## config.mk

```make
export PLATFORM = sky130hd
export DESIGN_NAME = lru_key_value_cache_unit
export DESIGN_NICKNAME = d
export VERILOG_FILES = /design/src/rtl/core/lkvc_pkg.sv /design/src/rtl/core/lkvc_cell.sv /design/src/rtl/core/lru_key_value_cache_unit.sv
export SDC_FILE = /design/constraint.sdc
export NUM_CORES = 1
export LEC_CHECK = 0
export BUFFER_PORTS_ARGS = -buffer_cell sky130_fd_sc_hd__buf_2
export CAP_MARGIN = 20
export CORE_MARGIN = 3
export CORE_UTILIZATION = 33
export CTS_CLUSTER_DIAMETER = 100
export CTS_CLUSTER_SIZE = 12
export DETAILED_ROUTE_END_ITERATION = 8
export PLACE_DENSITY_LB_ADDON = 0.12
export SETUP_SLACK_MARGIN = 0.2
export SLEW_MARGIN = 20
export SYNTH_ARGS = -nofsm -noshare
export SYNTH_HDL_FRONTEND = slang
export SYNTH_SLANG_ARGS = --single-unit
export TNS_END_PERCENT = 5
```

## constraint.sdc

```tcl
create_clock -name clk_i -period 14.7 [get_ports clk_i]
set_clock_uncertainty 0.05 [all_clocks]
set_input_delay 2.205 -clock clk_i [delete_from_list [all_inputs] [get_ports clk_i]]
set_output_delay 2.205 -clock clk_i [all_outputs]
set_load 0.05 [all_outputs]
```

## src/rtl/core/lkvc_pkg.sv

```systemverilog
// shared types, constants and helpers of the lru key-value cache
package lkvc_pkg;

  localparam int unsigned ENTRIES = 16;
  localparam int unsigned IDX_W   = (ENTRIES > 1) ? $clog2(ENTRIES) : 1;
  localparam int unsigned CNT_W   = $clog2(ENTRIES + 1);
  localparam int unsigned CAP_W   = 5;
  localparam int unsigned WORD_W  = 32;
  localparam int unsigned ADDR_W  = 3;

  localparam logic OP_GET = 1'b0;
  localparam logic OP_PUT = 1'b1;

  localparam logic REG_CAPACITY = 1'b0;

  localparam logic [WORD_W-1:0] MISS_VALUE = '1;

  typedef logic [WORD_W-1:0] word_t;

  typedef struct packed {
    logic                     operation;
    logic signed [WORD_W-1:0] lookup_key;
    logic signed [WORD_W-1:0] store_value;
  } in_item_t;

  typedef struct packed {
    logic                     hit;
    logic signed [WORD_W-1:0] read_value;
  } out_item_t;

  // written capacity of zero acts as one, above the entry count as the entry count
  function automatic logic [CNT_W-1:0] limit_capacity(input logic [CAP_W-1:0] v);
    logic [CNT_W-1:0] r;
    if (v == '0) begin
      r = CNT_W'(1);
    end else if (32'(v) > 32'(ENTRIES)) begin
      r = CNT_W'(ENTRIES);
    end else begin
      r = CNT_W'(v);
    end
    return r;
  endfunction

endpackage

```

## src/rtl/core/lkvc_cell.sv

```systemverilog
// one slot of the recency stack: holds a key/value pair, compares and shifts
module lkvc_cell (
  input  logic           clk_i,
  input  logic           shift_en_i,
  input  lkvc_pkg::word_t key_i,
  input  lkvc_pkg::word_t value_i,
  input  logic           slot_valid_i,
  input  lkvc_pkg::word_t search_key_i,
  output lkvc_pkg::word_t key_o,
  output lkvc_pkg::word_t value_o,
  output logic           match_o
);
  import lkvc_pkg::*;

  word_t key_q;
  word_t value_q;

  always_ff @(posedge clk_i) begin
    if (shift_en_i) begin
      key_q   <= key_i;
      value_q <= value_i;
    end
  end

  assign match_o = slot_valid_i && (key_q == search_key_i);
  assign key_o   = key_q;
  assign value_o = value_q;

endmodule

```

## src/rtl/core/lru_key_value_cache_unit.sv

```systemverilog
// top level of the lru key-value cache: control, cell chain and apb register
//
//   channel   direction  handshake                  beat
//   in        sink       in_valid_i / in_stall_o    in_item_t  (operation, key, value)
//   out       source     out_valid_o / out_stall_i  out_item_t (hit, read_value)
//   cfg       apb slave  psel/penable/pwrite/pready capacity at byte address 0
//
// an item is first accepted into the item register; then, in the busy state, every cell
// compares its key and the chain shifts toward the least recent end.
// a get stays in the busy state while the previous result sits stalled
// in the output register; a put never waits on the output side.
// reset empties the store through the fill count alone, with no clearing pass.
module lru_key_value_cache_unit (
  input  logic                          clk_i,
  input  logic                          rst_ni,
  input  logic                          in_valid_i,
  output logic                          in_stall_o,
  input  lkvc_pkg::in_item_t            in_data_i,
  output logic                          out_valid_o,
  input  logic                          out_stall_i,
  output lkvc_pkg::out_item_t           out_data_o,
  input  logic                          psel,
  input  logic                          penable,
  input  logic                          pwrite,
  input  logic [lkvc_pkg::ADDR_W-1:0]   paddr,
  input  logic [31:0]                   pwdata,
  output logic [31:0]                   prdata,
  output logic                          pready
);
  import lkvc_pkg::*;

  localparam logic ST_IDLE = 1'b0;
  localparam logic ST_BUSY = 1'b1;

  logic             state_q, state_d;
  in_item_t         item_q;
  logic [CNT_W-1:0] fill_q, fill_d;
  logic [CNT_W-1:0] cap_q, cap_d;
  logic             out_valid_q, out_valid_d;
  out_item_t        out_data_q;

  logic             in_accept;
  logic             cfg_write;
  logic             done;
  logic             hit;
  logic [IDX_W-1:0] hit_pos;
  word_t            hit_value;
  logic             do_shift;
  logic [CNT_W-1:0] shift_limit;
  word_t            head_value;

  word_t                key_chain   [ENTRIES];
  word_t                value_chain [ENTRIES];
  logic [ENTRIES-1:0]   match;

  assign in_accept = in_valid_i && !in_stall_o;
  assign cfg_write = psel && penable && pwrite && pready;
  assign pready    = 1'b1;
  assign prdata    = (paddr[2] == REG_CAPACITY) ? 32'(cap_q) : '0;

  // cell chain: cell 0 takes the new head, each other cell its neighbor
  for (genvar i = 0; i < ENTRIES; i++) begin : g_cell
    word_t key_in;
    word_t value_in;
    if (i == 0) begin : g_head
      assign key_in   = item_q.lookup_key;
      assign value_in = head_value;
    end else begin : g_body
      assign key_in   = key_chain[i-1];
      assign value_in = value_chain[i-1];
    end
    lkvc_cell u_cell (
      .clk_i        (clk_i),
      .shift_en_i   (do_shift && (CNT_W'(i) <= shift_limit)),
      .key_i        (key_in),
      .value_i      (value_in),
      .slot_valid_i (CNT_W'(i) < fill_q),
      .search_key_i (item_q.lookup_key),
      .key_o        (key_chain[i]),
      .value_o      (value_chain[i]),
      .match_o      (match[i])
    );
  end

  // at most one cell matches, keys never repeat
  always_comb begin
    hit       = |match;
    hit_pos   = '0;
    hit_value = '0;
    for (int i = 0; i < ENTRIES; i++) begin
      if (match[i]) begin
        hit_pos   = IDX_W'(i);
        hit_value = hit_value | value_chain[i];
      end
    end
  end

  assign done = !(item_q.operation == OP_GET && out_valid_q && out_stall_i);

  always_comb begin
    head_value  = (item_q.operation == OP_PUT) ? item_q.store_value : hit_value;
    do_shift    = 1'b0;
    shift_limit = '0;
    fill_d      = fill_q;
    if (state_q == ST_BUSY && done) begin
      if (hit) begin
        do_shift    = 1'b1;
        shift_limit = CNT_W'(hit_pos);
      end else if (item_q.operation == OP_PUT) begin
        do_shift = 1'b1;
        if (fill_q >= cap_q) begin
          // full: the least recent slot is shifted over
          shift_limit = cap_q - 1'b1;
          fill_d      = cap_q;
        end else begin
          shift_limit = fill_q;
          fill_d      = fill_q + 1'b1;
        end
      end
    end
    cap_d = cap_q;
    if (cfg_write && paddr[2] == REG_CAPACITY) begin
      cap_d = limit_capacity(pwdata[CAP_W-1:0]);
      if (fill_q > cap_d) begin
        fill_d = cap_d;
      end
    end
  end

  always_comb begin
    state_d     = state_q;
    out_valid_d = out_valid_q && out_stall_i;
    case (state_q)
      ST_IDLE: begin
        if (in_accept) begin
          state_d = ST_BUSY;
        end
      end
      ST_BUSY: begin
        if (done) begin
          state_d = ST_IDLE;
          if (item_q.operation == OP_GET) begin
            out_valid_d = 1'b1;
          end
        end
      end
      default: begin
        state_d = ST_IDLE;
      end
    endcase
  end

  always_ff @(posedge clk_i or negedge rst_ni) begin
    if (!rst_ni) begin
      state_q     <= ST_IDLE;
      fill_q      <= '0;
      cap_q       <= CNT_W'(ENTRIES);
      out_valid_q <= 1'b0;
    end else begin
      state_q     <= state_d;
      fill_q      <= fill_d;
      cap_q       <= cap_d;
      out_valid_q <= out_valid_d;
    end
  end

  always_ff @(posedge clk_i) begin
    if (in_accept) begin
      item_q <= in_data_i;
    end
    if (state_q == ST_BUSY && done && item_q.operation == OP_GET) begin
      out_data_q.hit        <= hit;
      out_data_q.read_value <= hit ? hit_value : MISS_VALUE;
    end
  end

  assign in_stall_o  = (state_q == ST_BUSY);
  assign out_valid_o = out_valid_q;
  assign out_data_o  = out_data_q;

  a_fill_within_cap: assert property (@(posedge clk_i) disable iff (!rst_ni)
    fill_q <= cap_q)
    else $error("fill count above capacity");

  a_cap_range: assert property (@(posedge clk_i) disable iff (!rst_ni)
    cap_q != '0 && 32'(cap_q) <= 32'(ENTRIES))
    else $error("capacity out of range");

  a_accept_then_busy: assert property (@(posedge clk_i) disable iff (!rst_ni)
    in_accept |=> state_q == ST_BUSY)
    else $error("accepted item not processed next cycle");

  a_get_gives_result: assert property (@(posedge clk_i) disable iff (!rst_ni)
    (state_q == ST_BUSY && done && item_q.operation == OP_GET)
      |=> out_valid_q && out_data_q.hit == $past(hit))
    else $error("get result not presented");

endmodule

```

==> reports/metrics.cfg <==
[grt]
gr-total-overflow=0
track_usage=0.1895
antenna_found_initial=2
grt_pass1_wl_um=194300
grt_max_degree=59
grt_pass1_vias=26630

[timing]
hold_viol=0
slew_viol_final=0
finalCritPeriodShare=0.5056
relSlewSlack=0.2519
tightest_slew_ns=1.118
fin_crit_ns=7.432
setup_viol=0
rsz0062_at_grt=no
clock.fmax_ghz=0.1346
fin_setup_tns_ns=0

[cts]
clockBufferDepth=3
post_cts_buffers=0
cts_sinks=1134
root_buffer=clkbuf_16
postCtsHoldBufs=0
path_clk_slew_ns=0.06
h-tree-depth=3
postCtsResizedCells=0
cts_tree=built
cts_buffers=104
clkLatencyLatePin_ns=0.72

[worst_setup_path]
path_depth=13
path_common_cell=buf_4
critPathTopFamily=compound AO/OA/AOI/OAI gates
cp.buffers_inverters=3
crit_type=flip-flop to flip-flop
cp-start-kind=flip-flop
critPathSlowestCell=a21oi_4
critPathCaptureType=flip-flop
required_ns=14.97
r2r_cells=13
crit_path_max_incr_delay_ns=0.85
crit_fanout=35
worstPathArrival_ns=7.70
worstPathCellList=buf_4 -> xor2_1 -> nor4_1 -> nand4_1 -> nor4_4 -> buf_4 -> nor4_1 -> and4_1 -> a21oi_4 -> o21ai_1 -> nor2b_1 -> o21ai_4 -> buf_4

[placed_design]
dpl-instance-area_um2=48480
hpwl_um=88080
portBuffers=117
place_congestion=0.9548

[synth]
ys_seq_area_frac=0.7430
synth_cell_types=63
postSynth.asyncResetShare=0.01058
synth_flop_cell=edfxtp_1
synth-seq-cells=1134
syn_inst=2738
synth.most_common_cell=edfxtp_1
synth_top_cell_by_area=edfxtp_1
yosys_warnings=0
synth-edff-count=1122
syn_avg_cell_area_um2=16.71
synth_top_area_share=0.7364
yosys-top-cells-area=edfxtp_1, xnor2_1, xor2_1, nand4_1, a22oi_1
syn-cell-area_um2=45750
yosys-top-cells-count=edfxtp_1, xnor2_1, xor2_1

[routing]
vias=25340
via_per_inst=5.394
dr.pass1.iters=8
route.antenna.remaining_nets=0
first_iter_violations=2694
drc=0
routed_wl_um=136700
wire_per_inst_um=29.09

[status]
status=finished, final reports clean

[cells_and_area]
antenna_cells=0
layout-area-overhead-vs-synth_pct=12.23
fin_area_um2=51350
layout.nets=3022
fill_cells=12610
drive_gt1_frac=0.1296

[run]
maxCapViolations=0

[floorplan]
die_w_um=378.3
row_count=135
die_area_um2=143100
ios=175
start_util=0.3352
die_y_um=378.3
core_um2=136500

[worst_hold_path]
hold_path_depth=0
hp-class=flip-flop to flip-flop

[power_and_ir_drop]
ir_worst_vdd_mv=0.1176
pwr_density_cell_nw_per_um2=172.6
p_total_uw=8861
p_leak_uw=0.01608

## report_power, final
part	leakage, uW	internal, uW	switching (uW)	total (uW)
clock	0.00138	1290	1160	2460
sequential	0.0105	4560	430	4990
combinational	0.00420	363	1050	1420
## layout by cell type (no fill, tap or decap), drive strengths merged, types with 7 or more instances in the layout
cell	netlist	routed
dfrtp	11	11
edfxtp	1122	1122
xor2	223	223
buf	108	196
nor2	48	48
clkbuf	55	114
mux2	29	29
nor4	104	104
nand4b	9	9
nand3	45	45
nand2b	32	32
a222oi	44	44
and4	11	11
a22o	37	37
and3	10	10
ha	12	12
conb	2	28
inv	14	13
nand4	158	158
nor3	29	29
o21ai	22	22
clkinv	0	7
nand2	95	95
a22oi	84	84
xnor2	293	293
a21oi	28	28
a221oi	49	49
## cells by family (layout without fill, tap and decap cells)
| kind of cell | after synthesis | after routing | share of synthesized area |
|---|---|---|---|
| xor+xnor | 516 | 516 | 0.09911 |
| fa+ha+maj | 12 | 12 | 0.003282 |
| simple gates | 566 | 566 | 0.07105 |
| mux | 33 | 33 | 0.008095 |
| compound gates | 298 | 298 | 0.05169 |
| buf+inv | 177 | 330 | 0.02360 |
| other cells | 2 | 28 | 0.0001641 |
| flops | 1134 | 1134 | 0.7430 |
## state kept, by name (all words and copies together), names as in the netlist
| register | count |
|---|---|
| item_q | 33 |
| g_cell.key_in | 32 |
| out_data_o | 33 |
| g_cell.u_cell.value_o | 512 |
| out_valid_o | 1 |
| in_stall_o | 1 |
| g_cell.u_cell.key_o | 512 |
| fill_q | 5 |
| cap_q | 5 |
## final timing paths
path | start | end | slack (ns)
max | g_cell[0].key_in[29] | g_cell[13].u_cell.value_o[22] | 7.27
min | g_cell[11].u_cell.value_o[9] | g_cell[12].u_cell.value_o[9] | 0.39
max reg2reg | g_cell[0].key_in[29] | g_cell[13].u_cell.value_o[22] | 7.27
min reg2reg | g_cell[11].u_cell.value_o[9] | g_cell[12].u_cell.value_o[9] | 0.39
max in group asynchronous | rst_ni | cap_q[4] | 12.97
min in group asynchronous | rst_ni | in_stall_o | 1.34
## cell type report
type,instances,area [um2],share of cell area
Sequential cell,1134,33990,0.6620
Multi-Input combinational cell,1453,11000,0.2142
Clock buffer,114,2704,0.05266
Tap cell,1781,2228,0.04340
Timing Repair Buffer,196,1239,0.02412
Clock inverter,6,130.1,0.002534
Inverter,14,53.80,0.001048
## routing by layer
| layer | up-vias | routed length, um | track usage |
|---|---|---|---|
| met5 | - | 0 | 0 |
| met4 | 0 | 4621 | 0.06656 |
| met3 | 235 | 9063 | 0.03400 |
| met2 | 1109 | 63920 | 0.3059 |
| met1 | 13040 | 59080 | 0.2571 |
| li1 | 10960 | - | - |
## per-stage QoR
step | util | hold slack (ns) | setup slack, ns | instances
floorplan | - | 0.3706 | 3.015 | 2764
global placement | 0.3548 | 0.3785 | 6.946 | 4575
detailed placement | 0.3552 | 0.3836 | 7.086 | 4577
CTS | 0.3760 | 0.3865 | 7.016 | 4697
global route | 0.3762 | 0.3889 | 6.845 | 4698
finish | 0.3762 | 0.3855 | 7.268 | 4698
(Power assumes the default switching activity.)
